**config.mk**
```make
export PLATFORM = sky130hd
export DESIGN_NAME = integer_calculator_alu_top
export DESIGN_NICKNAME = d
export VERILOG_FILES = /design/src/rtl/ica_pkg.sv /design/src/rtl/ica_engine.sv /design/src/rtl/integer_calculator_alu_top.sv
export SDC_FILE = /design/constraint.sdc
export NUM_CORES = 2
export LEC_CHECK = 0
export ABC_AREA = 1
export BUFFER_PORTS_ARGS = -buffer_cell sky130_fd_sc_hd__clkbuf_2
export CORE_MARGIN = 10
export CORE_UTILIZATION = 50
export DETAILED_ROUTE_END_ITERATION = 12
export PLACE_DENSITY = 0.66
export SETUP_SLACK_MARGIN = 0.4
export SYNTH_ARGS = -nofsm -noshare
export SYNTH_HDL_FRONTEND = slang
export SYNTH_SLANG_ARGS = --single-unit
```
**constraint.sdc**
```tcl
create_clock -name clk -period 12.2 [get_ports clk]
set_input_delay 0.61 -clock clk [delete_from_list [all_inputs] [get_ports clk]]
set_output_delay 0.61 -clock clk [all_outputs]
set_load 0.02 [all_outputs]
```
**src/rtl/ica_pkg.sv**
```systemverilog
// Shared types and constants for the integer calculator ALU.
package ica_pkg;

  // Opcodes carried in the request
  typedef logic [3:0] op_t;
  localparam op_t OP_ADD    = 4'd0;
  localparam op_t OP_SUB    = 4'd1;
  localparam op_t OP_MUL    = 4'd2;
  localparam op_t OP_DIV    = 4'd3;
  localparam op_t OP_MOD    = 4'd4;
  localparam op_t OP_POW    = 4'd5;
  localparam op_t OP_SQUARE = 4'd6;
  localparam op_t OP_CUBE   = 4'd7;
  localparam op_t OP_ROOT   = 4'd8;
  localparam op_t OP_PASS   = 4'd9;

  // Status codes returned with each result
  typedef logic [2:0] stat_t;
  localparam stat_t ST_OK        = 3'd0;
  localparam stat_t ST_DIV_ZERO  = 3'd1;
  localparam stat_t ST_MOD_ZERO  = 3'd2;
  localparam stat_t ST_ROOT_NEG  = 3'd3;
  localparam stat_t ST_BAD_OP    = 3'd4;

  // Value returned for a zero divisor (-999999)
  localparam logic [31:0] DIV_ZERO_VALUE = 32'hFFF0_BDC1;
  // Upper bound of the root search
  localparam logic [15:0] ROOT_HI = 16'd46341;

  // Sequencer states
  typedef enum logic [3:0] {
    S_IDLE,
    S_ADD,
    S_MUL1,
    S_MUL2,
    S_POW_MUL,
    S_POW_SQ,
    S_ABS_A,
    S_ABS_B,
    S_DIV,
    S_DIV_FIX,
    S_ROOT_MID,
    S_ROOT_MUL,
    S_ROOT_CMP,
    S_DONE
  } state_t;

  // Request into the engine
  typedef struct packed {
    op_t         cmd;
    logic [31:0] a;
    logic [31:0] b;
  } req_t;

  // Result out of the engine
  typedef struct packed {
    logic [31:0] value;
    stat_t       status;
  } rsp_t;

endpackage

```
**src/rtl/ica_engine.sv**
```systemverilog
// Sequencer with one shared multiplier and one shared adder for the calculator ALU.
module ica_engine
  import ica_pkg::*;
(
  input  logic clk,
  input  logic rst,
  input  logic start,
  input  req_t req,
  input  logic take,
  output logic idle,
  output logic done,
  output rsp_t rsp
);

  state_t      state, state_next;
  op_t         cmd_r;
  logic [31:0] opa, opb;
  logic [31:0] acc, aux, rem;
  logic [4:0]  cnt;
  logic [15:0] lo, hi, mid;
  logic [31:0] res_value;
  stat_t       res_status;

  // Shared unit operands
  logic [33:0] add_x, add_y, add_sum;
  logic        add_sub, borrow;
  logic [31:0] mul_x, mul_y, mul_p;
  logic [63:0] mul_full;
  logic [16:0] mid_inc;
  logic [31:0] fix_val;
  logic        fix_neg;

  // Shared adder/subtractor
  assign add_sum  = add_x + (add_sub ? ~add_y : add_y) + {33'b0, add_sub};
  assign borrow   = add_sum[33];
  // Shared multiplier, low word only
  assign mul_full = mul_x * mul_y;
  assign mul_p    = mul_full[31:0];
  assign mid_inc  = {1'b0, mid} + 17'd1;
  // Sign fixup after division
  assign fix_val  = (cmd_r == OP_DIV) ? acc : rem;
  assign fix_neg  = (cmd_r == OP_DIV) ? (opa[31] ^ opb[31]) : opa[31];

  // Sequencer state register
  always_ff @(posedge clk) begin
    if (rst) begin
      state <= S_IDLE;
    end else begin
      state <= state_next;
    end
  end

  // Next state
  always_comb begin
    state_next = state;
    unique case (state)
      S_IDLE: begin
        if (start) begin
          unique case (req.cmd) inside
            OP_ADD, OP_SUB:             state_next = S_ADD;
            OP_MUL, OP_SQUARE, OP_CUBE: state_next = S_MUL1;
            OP_DIV, OP_MOD:             state_next = (req.b == 32'd0) ? S_DONE : S_ABS_A;
            OP_POW:                     state_next = req.b[31] ? S_DONE : S_POW_MUL;
            OP_ROOT: begin
              state_next = (req.a[31] || req.a == 32'd0) ? S_DONE : S_ROOT_MID;
            end
            default:                    state_next = S_DONE;
          endcase
        end
      end
      S_ADD:      state_next = S_DONE;
      S_MUL1:     state_next = (cmd_r == OP_CUBE) ? S_MUL2 : S_DONE;
      S_MUL2:     state_next = S_DONE;
      S_POW_MUL:  state_next = S_POW_SQ;
      S_POW_SQ:   state_next = (rem[31:1] == 31'd0) ? S_DONE : S_POW_MUL;
      S_ABS_A:    state_next = S_ABS_B;
      S_ABS_B:    state_next = S_DIV;
      S_DIV:      state_next = (cnt == 5'd31) ? S_DIV_FIX : S_DIV;
      S_DIV_FIX:  state_next = S_DONE;
      S_ROOT_MID: state_next = (lo == hi) ? S_DONE : S_ROOT_MUL;
      S_ROOT_MUL: state_next = S_ROOT_CMP;
      S_ROOT_CMP: state_next = S_ROOT_MID;
      S_DONE:     state_next = take ? S_IDLE : S_DONE;
      default:    state_next = S_IDLE;
    endcase
  end

  // Shared unit operand selection and handshake outputs
  always_comb begin
    add_x   = 34'd0;
    add_y   = 34'd0;
    add_sub = 1'b0;
    mul_x   = acc;
    mul_y   = aux;
    idle    = 1'b0;
    done    = 1'b0;
    unique case (state)
      S_IDLE: idle = 1'b1;
      S_ADD: begin
        add_x   = {2'b0, opa};
        add_y   = {2'b0, opb};
        add_sub = (cmd_r == OP_SUB);
      end
      S_MUL1: begin
        mul_x = opa;
        mul_y = (cmd_r == OP_MUL) ? opb : opa;
      end
      S_MUL2: begin
        mul_x = acc;
        mul_y = opa;
      end
      S_POW_MUL: begin
        mul_x = acc;
        mul_y = aux;
      end
      S_POW_SQ: begin
        mul_x = aux;
        mul_y = aux;
      end
      S_ABS_A: begin
        add_y   = {2'b0, opa};
        add_sub = 1'b1;
      end
      S_ABS_B: begin
        add_y   = {2'b0, opb};
        add_sub = 1'b1;
      end
      S_DIV: begin
        add_x   = {1'b0, rem, acc[31]};
        add_y   = {2'b0, aux};
        add_sub = 1'b1;
      end
      S_DIV_FIX: begin
        add_y   = {2'b0, fix_val};
        add_sub = 1'b1;
      end
      S_ROOT_MID: begin
        add_x = {18'b0, lo};
        add_y = {18'b0, hi};
      end
      S_ROOT_MUL: begin
        mul_x = {16'b0, mid};
        mul_y = {15'b0, mid_inc};
      end
      S_ROOT_CMP: begin
        add_x   = {2'b0, rem};
        add_y   = {2'b0, opa};
        add_sub = 1'b1;
      end
      S_DONE: done = 1'b1;
      default: ;
    endcase
  end

  // Datapath registers
  always_ff @(posedge clk) begin
    case (state)
      S_IDLE: begin
        if (start) begin
          cmd_r      <= req.cmd;
          opa        <= req.a;
          opb        <= req.b;
          acc        <= 32'd1;
          aux        <= req.a;
          rem        <= req.b;
          cnt        <= 5'd0;
          lo         <= 16'd1;
          hi         <= ROOT_HI;
          res_value  <= 32'd0;
          res_status <= ST_OK;
          // Resolve guarded and trivial cases up front
          unique case (req.cmd) inside
            OP_ADD, OP_SUB, OP_MUL, OP_POW, OP_SQUARE, OP_CUBE: ;
            OP_DIV: begin
              if (req.b == 32'd0) begin
                res_value  <= DIV_ZERO_VALUE;
                res_status <= ST_DIV_ZERO;
              end
            end
            OP_MOD: begin
              if (req.b == 32'd0) begin
                res_status <= ST_MOD_ZERO;
              end
            end
            OP_ROOT: begin
              if (req.a[31] || req.a == 32'd0) begin
                res_status <= ST_ROOT_NEG;
              end
            end
            OP_PASS: res_value <= req.a;
            default: res_status <= ST_BAD_OP;
          endcase
        end
      end
      S_ADD: res_value <= add_sum[31:0];
      S_MUL1: begin
        acc       <= mul_p;
        res_value <= mul_p;
      end
      S_MUL2: res_value <= mul_p;
      // Multiply the accumulator in when the exponent bit is set
      S_POW_MUL: begin
        if (rem[0]) begin
          acc <= mul_p;
        end
      end
      // Square the base and advance the exponent
      S_POW_SQ: begin
        aux       <= mul_p;
        rem       <= {1'b0, rem[31:1]};
        res_value <= acc;
      end
      S_ABS_A: acc <= opa[31] ? add_sum[31:0] : opa;
      S_ABS_B: begin
        aux <= opb[31] ? add_sum[31:0] : opb;
        rem <= 32'd0;
      end
      // Restoring division, one quotient bit per cycle
      S_DIV: begin
        rem <= borrow ? add_x[31:0] : add_sum[31:0];
        acc <= {acc[30:0], ~borrow};
        cnt <= 5'(cnt + 5'd1);
      end
      S_DIV_FIX: res_value <= fix_neg ? add_sum[31:0] : fix_val;
      // Binary search for the root
      S_ROOT_MID: begin
        mid       <= add_sum[16:1];
        res_value <= {16'b0, lo};
      end
      S_ROOT_MUL: rem <= mul_p;
      S_ROOT_CMP: begin
        if (borrow) begin
          lo <= mid_inc[15:0];
        end else begin
          hi <= mid;
        end
      end
      default: ;
    endcase
  end

  assign rsp.value  = res_value;
  assign rsp.status = res_status;

  // A division runs all 32 steps
  a_div_steps: assert property (@(posedge clk) disable iff (rst)
    (state == S_DIV && cnt != 5'd31) |=> (state == S_DIV))
    else $error("division left early");

  // Search window never inverts
  a_root_window: assert property (@(posedge clk) disable iff (rst)
    (state == S_ROOT_MID || state == S_ROOT_MUL || state == S_ROOT_CMP) |-> (lo <= hi))
    else $error("root search window inverted");

  // Zero divisor carries its fixed value
  a_div_zero: assert property (@(posedge clk) disable iff (rst)
    (done && res_status == ST_DIV_ZERO) |-> (res_value == DIV_ZERO_VALUE))
    else $error("zero divisor value wrong");

  // New work only starts from idle
  a_start_idle: assert property (@(posedge clk) disable iff (rst)
    start |-> idle)
    else $error("start while busy");

  // A finished result holds until taken
  a_done_hold: assert property (@(posedge clk) disable iff (rst)
    (done && !take) |=> (done && $stable(res_value) && $stable(res_status)))
    else $error("result changed before take");

endmodule

```
**src/rtl/integer_calculator_alu_top.sv**
```systemverilog
// Top level of the integer calculator ALU: stream ports, output register and engine.
//
//   channel | dir | handshake          | payload
//   s_*     | in  | s_tvalid/s_tready  | s_tdata: cmd, operand_a, operand_b
//   m_*     | out | m_tvalid/m_tready  | m_tdata: result_value, status
//
// Requests share the one 32x32 multiplier and one 34-bit adder: add/sub use the adder,
// mul/square a multiply and cube a second one; pass, invalid opcodes and rejected
//   arguments go straight to the result, divide/modulo run a restoring loop, power
//   multiplies and squares per exponent bit, and root runs a binary search.
// rst clears the sequencer and the output valid; s_tready is high only when idle,
// so the next request is taken no earlier than the cycle after a result is handed over.
// A result waiting in the output register lets the next request run; the engine
// then holds its own result until the output register frees up.
module integer_calculator_alu_top
  import ica_pkg::*;
(
  input  logic        clk,
  input  logic        rst,
  input  logic        s_tvalid,
  output logic        s_tready,
  input  logic [71:0] s_tdata,   // [3:0] cmd, [35:4] operand_a, [67:36] operand_b
  output logic        m_tvalid,
  input  logic        m_tready,
  output logic [39:0] m_tdata    // [31:0] result_value, [34:32] status
);

  req_t req;
  rsp_t rsp;
  logic start, take, idle, done;

  // Unpack the request
  assign req.cmd = s_tdata[3:0];
  assign req.a   = s_tdata[35:4];
  assign req.b   = s_tdata[67:36];

  assign s_tready = idle;
  assign start    = s_tvalid & s_tready;
  assign take     = done & (~m_tvalid | m_tready);

  ica_engine u_engine (
    .clk   (clk),
    .rst   (rst),
    .start (start),
    .req   (req),
    .take  (take),
    .idle  (idle),
    .done  (done),
    .rsp   (rsp)
  );

  // Output valid
  always_ff @(posedge clk) begin
    if (rst) begin
      m_tvalid <= 1'b0;
    end else if (take) begin
      m_tvalid <= 1'b1;
    end else if (m_tready) begin
      m_tvalid <= 1'b0;
    end
  end

  // Output payload
  always_ff @(posedge clk) begin
    if (take) begin
      m_tdata <= {5'b0, rsp.status, rsp.value};
    end
  end

endmodule
```
-- Yosys cells after proc, flatten, opt, wreduce, memory -nomap -nowiden
Cells that the tools add are included.
- output and inout bits: 42
- flip-flop bits (word level): 292
- word-level logic and storage cells: 140
- bits of input ports: 76
- add/subtract/negate cells: 4
- bitwise logic cells: 7
- reduce and logical (&&, ||, !) cells: 30
- $mul: 1
- multiplexer cells: 51
- eq/ne operators: 32
- operator list (operator ; count):
    $pmux W32 S5 ; 3
    $mux W32 ; 12
    $pmux W32 S3 ; 3
    $pmux W32 S6 ; 1
    $pmux W33 S4 ; 1
    $logic_not A32 Y1 ; 2
    $mux W16 ; 4
    $pmux W16 S2 ; 2
    $pmux W32 S2 ; 1
    $pmux W4 S12 ; 1
    $eq A4 B3 Y1 const B ; 9
    $add A33 B34 Y34 ; 1
    $add A34 B1 Y34 ; 1
    $mux W34 ; 1
    $not A32 Y34 ; 1
    $eq A4 B4 Y1 const B ; 8
    $mul A32 B32 Y32 ; 1
    $logic_not A31 Y1 ; 1
    $eq A4 B2 Y1 const B ; 6
    $mux W4 ; 6
    $pmux W4 S5 ; 1
    $add A16 B1 Y17 const B ; 1
    $eq A16 B16 Y1 ; 1
    $eq A4 B1 Y1 const B ; 3
    other kinds (27) ; 54

-- Longest topological paths before layout
- word-level depth: 9
- mapped depth: 43
- gate-level depth less buffers: 40

-- By module
Synthesis repeated with hierarchy kept, for this count alone.
- cells, all modules: 4551
- area, all modules: 35964.5 sq um
- by module, submodules not included (module ; instances ; cells each ; seq. area each (sq um) ; area each (sq um)):
    ica_engine ; 1 ; 4502 ; 7647.3 ; 34817.1
    integer_calculator_alu_top ; 1 ; 49 ; 1071.0 ; 1147.4

-- Worst setup path before layout
Ideal clock, no wire load.
- path type: register to register
- from: register u_engine.mid[0]
- to: register u_engine.res_value[30] (data pin)
- path slack: 4.058 ns
- period minus slack after synthesis: 8.142 ns
- cell stages (with the launch flop): 36
- data arrival time: 7.888 ns
- setup time: 0.253 ns
- required time: 11.947 ns
- buffers on the path: 1
- cells stage by stage: edfxtp_1 ha_1 nand2_1 nor2_1 nand2_1 nand2_1 o21ai_0 or2_2 nand3b_2 clkinv_1 clkbuf_1 nor2_1 fa_1 fa_1 fa_1 inv_1 fa_1 inv_1 fa_1 inv_1 fa_1 inv_1 fa_1 fa_1 ha_1 nand2_1 nor4_1 nand4_1 o211a_1 or2_2 nand2_1 o22ai_1 a21oi_1 o21ai_0 a21oi_1 inv_1
- longest elaborated chain between the ends: 4
- elaborated cells on any way between the ends: 5
- classes of those cells: add/sub (1); mul (1); mux (3)
- RTL lines (what ; RTL line ; source):
    start: declaration ; ica_engine.sv:20 ; logic [15:0] lo, hi, mid;
    start signal: assignment ; ica_engine.sv:227 ; mid <= add_sum[16:1];
    $add A16 B1 Y17 ; ica_engine.sv:39 ; assign mid_inc = {1'b0, mid} + 17'd1;
    $pmux W32 S3 ; ica_engine.sv:97 ; unique case (state)
    $mul A32 B32 Y32 (*) ; ica_engine.sv:37 ; assign mul_full = mul_x * mul_y;
    $pmux W32 S6 (*) ; ica_engine.sv:157 ; case (state)
    end signal: assignment ; ica_engine.sv:190 ; OP_PASS: res_value <= req.a;
    end signal: assignment ; ica_engine.sv:195 ; S_ADD: res_value <= add_sum[31:0];
    end signal: assignment ; ica_engine.sv:198 ; res_value <= mul_p;
    end: declaration ; ica_engine.sv:21 ; logic [31:0] res_value;
Mark *: on every way between the ends. The rest lies on a longest branch, timed or not.
A chain may end at the register's enable or synchronous reset.

-- Worst setup path in the final report
- from: register u_engine.state[1]
- to: register u_engine.res_value[28] (data pin)
- longest elaborated chain between the ends: 9
- elaborated cells on any way between the ends: 28
- classes of those cells: add/sub (2); mul (1); eq/ne (11); mux (8); bitwise (1); reduce/logical (5)
- RTL lines (what ; RTL line ; source):
    start: declaration ; ica_engine.sv:15 ; state_t state, state_next;
    start signal: assignment ; ica_engine.sv:49 ; state <= state_next;
    $eq A4 B3 Y1, or another cell as far along ; ica_engine.sv:97 ;
    $reduce_or A2 Y1 (no line) ; - ;
    $pmux W32 S5 ; ica_engine.sv:97 ;
    $not A32 Y34 ; ica_engine.sv:34 ; assign add_sum = add_x + (add_sub ? ~add_y : add_y) + {33'b0, add_sub};
    $mux W34 ; ica_engine.sv:34 ;
    $add A33 B34 Y34 ; ica_engine.sv:34 ;
    $add A34 B1 Y34 ; ica_engine.sv:34 ;
    $mux W32 ; ica_engine.sv:224 ; S_DIV_FIX: res_value <= fix_neg ? add_sum[31:0] : fix_val;
    $pmux W32 S6 (*) ; ica_engine.sv:157 ;
    end signal: assignment ; ica_engine.sv:190 ;
    end signal: assignment ; ica_engine.sv:224 ;
    end signal: assignment ; ica_engine.sv:228 ; res_value <= {16'b0, lo};
Marked as above.

==> flow_metrics.tcl <==
set metrics [dict create \
    cp.required_ns 12.52 \
    critPathMaxFanout 21 \
    die_y_um 290 \
    final_common_cell "nand2_1" \
    vias_per_cell 6.15 \
    critPathLaunchType "flop" \
    fin_crit_sh_pct 88.4 \
    hold_viol_final 0 \
    finalClockSkew_ns 0.0399 \
    async_flop_share_pct 0 \
    post_cts_buffers 0 \
    grt_overflow 0 \
    grt_max_degree 50 \
    yosysWarnings 0 \
    postSynthRegisterBits 292 \
    cts_resized 0 \
    setup_viol 0 \
    wire_per_inst_um 27.4 \
    synth_top_cell_area_share_pct 23.6 \
    cts_buffers 36 \
    drt-initial-drc-count 5155 \
    start_util_pct 50.7 \
    dp_hpwl_um 120000 \
    worstSetupPathType "reg -> reg" \
    final_max_slew_viol_count 0 \
    nNetsFinal 5379 \
    drt_wl_total_um 157000 \
    area_delta_synth_final_pct 8.01 \
    synth.cell_area_sq_um 36500 \
    grt_pass1_wl_um 227000 \
    slowest_stage "nor4_1" \
    cpMostUsedCell "fa_1" \
    grt_pass1_vias 33600 \
    gp_congestion 1.03 \
    syn_avg_cell_area_sq_um 7.81 \
    synth_ff_type "edfxtp_1" \
    worstMarginPinSlew_ns 1.41 \
    vias 35100 \
    cts_hold_buf 0 \
    status "complete, no violations" \
    crit_arrival_ns 11.11 \
    final_cell_mix "1066 x nand2_1, 865 x inv_1, 429 x nor2_1, 409 x fa_1, 287 x edfxtp_1" \
    coreArea_sq_um 71900 \
    dieWidth_um 290 \
    ios 118 \
    antenna_found_initial 3 \
    cts_tree "built" \
    portBuffers 108 \
    layout-drive-gt1-share_pct 7.69 \
    die_area_sq_um 84100 \
    clk_transition_reported_paths_ns 0.06 \
    insertedDiodeCount 0 \
    min_path_type "in -> reg" \
    synth.yosys.seq_area_share_pct 23.9 \
    cts_root_buffer "clkbuf_16" \
    row_count 98 \
    fmax_mhz 92.7 \
    fill_cells 6966 \
    synth_top_area_cell "edfxtp_1" \
    synth_area_leaders "edfxtp_1 24%, fa_1 22%, nand2_1 11%" \
    ys_types 71 \
    drt_pass1_iterations 8 \
    max-slew-margin-rel_pct 6.09 \
    synthCells 4669 \
    synth-edff-count 287 \
    post-route-drc-count 0 \
    layout_min_cycle_time_ns 10.79 \
    ant_nets 0 \
    crit_path_max_incr_delay_ns 0.65 \
    setup_tns_ns 0 \
    r2r_slack_ns 1.41 \
    rsz0062_at_grt "no" \
    endpoint_kind "flop" \
    cts_sinks 292 \
    grt_use_total_pct 36.0 \
    clk_latency_ns 0.59 \
    htree_levels 2 \
    max_cap_viol_count 0 \
    clock_path_buffers 3 \
]
[state kept, by name (all words and copies together), names as in the netlist, 4 cells and up]
signal and count:
m_tdata 35, u_engine.acc 32, u_engine.aux 32, u_engine.cmd_r 4, u_engine.cnt 5, u_engine.hi 16, u_engine.lo 16, u_engine.mid 16
u_engine.opa 32, u_engine.opb 32, u_engine.rem 32, u_engine.res_value 32, u_engine.state 4
[cell type report]
type / count / area [sq um] / area share [%]
Timing Repair Buffer: 222 / 1400 / 3.55
Sequential cell: 292 / 8720 / 22.1
Multi-Input combinational cell: 3296 / 23600 / 60.0
Clock buffer: 42 / 923 / 2.35
Clock inverter: 21 / 193 / 0.489
Tap cell: 950 / 1190 / 3.02
Inverter: 888 / 3330 / 8.47
[cells in the mapped netlist, drive strengths merged (70+ instances only)]
library cell,instances
inv,879
nor2,453
o21ai,186
edfxtp,287
buf,70
fa,409
xor2,80
nand2,1083
ha,158
clkbuf,127
nand3,235
o211ai,71
a21oi,195
[layer usage]
layer	global-route usage [%]	wire [um]	vias to the layer above	part of all wire, %
met5	0	28	-	0.018
met4	17.6	8890	4	5.7
met3	11.5	22500	408	14
met2	51.9	64600	2698	41
met1	48.2	60500	16800	39
li1	-	-	15200	-
[final timing paths]
check,startpoint,cells past startpoint,endpoint
setup / recovery,u_engine.state[1],34,u_engine.res_value[28]
hold / removal,s_tdata[46],1,u_engine.opb[10]
setup reg to reg,u_engine.state[1],34,u_engine.res_value[28]
hold reg to reg,u_engine.res_value[5],0,m_tdata[5]
[cells by family (layout without fill, tap and decap cells)]
group                    Yosys count  in the layout  synth area share, %
flip-flops                       292            292                 23.9
other                              1              5               0.0103
XOR/XNOR                         106            106                 2.57
buffers and inverters           1085           1173                 11.6
adder cells (fa/ha/maj)          567            567                 27.9
AO/OA/AOI/OAI                    694            694                 12.0
AND/OR/NAND/NOR                 1924           1924                 22.0
[worst max-delay path: cells and delay by family, from the launching register on]
family                     cells  cell delay [ns]
adders and majority gates      9             4.32
and+or+nand+nor               12             3.26
buffers and inverters          9             1.82
AOI/OAI and AO/OA              3             0.52
DFF                            1             0.42
xor gates and xnor gates       1             0.10
[stage by stage]
step           setup WS (ns)  cell area [sq um]  hold slack [ns]  util [%]  instances
2_1_floorplan           4.06              36500            0.400         -       4673
3_3_place_gp            1.79              38300            0.403      53.2       5648
3_5_place_dp            1.72              38300            0.405      53.2       5648
4_1_cts                 1.62              39400            0.228      54.8       5711
5_1_grt                 1.00              39400            0.246      54.8       5711
6_report                1.41              39400            0.236      54.8       5711
Power is not shown: default switching activity piles up to over one toggle a cycle in this logic, so the estimate is an artifact.
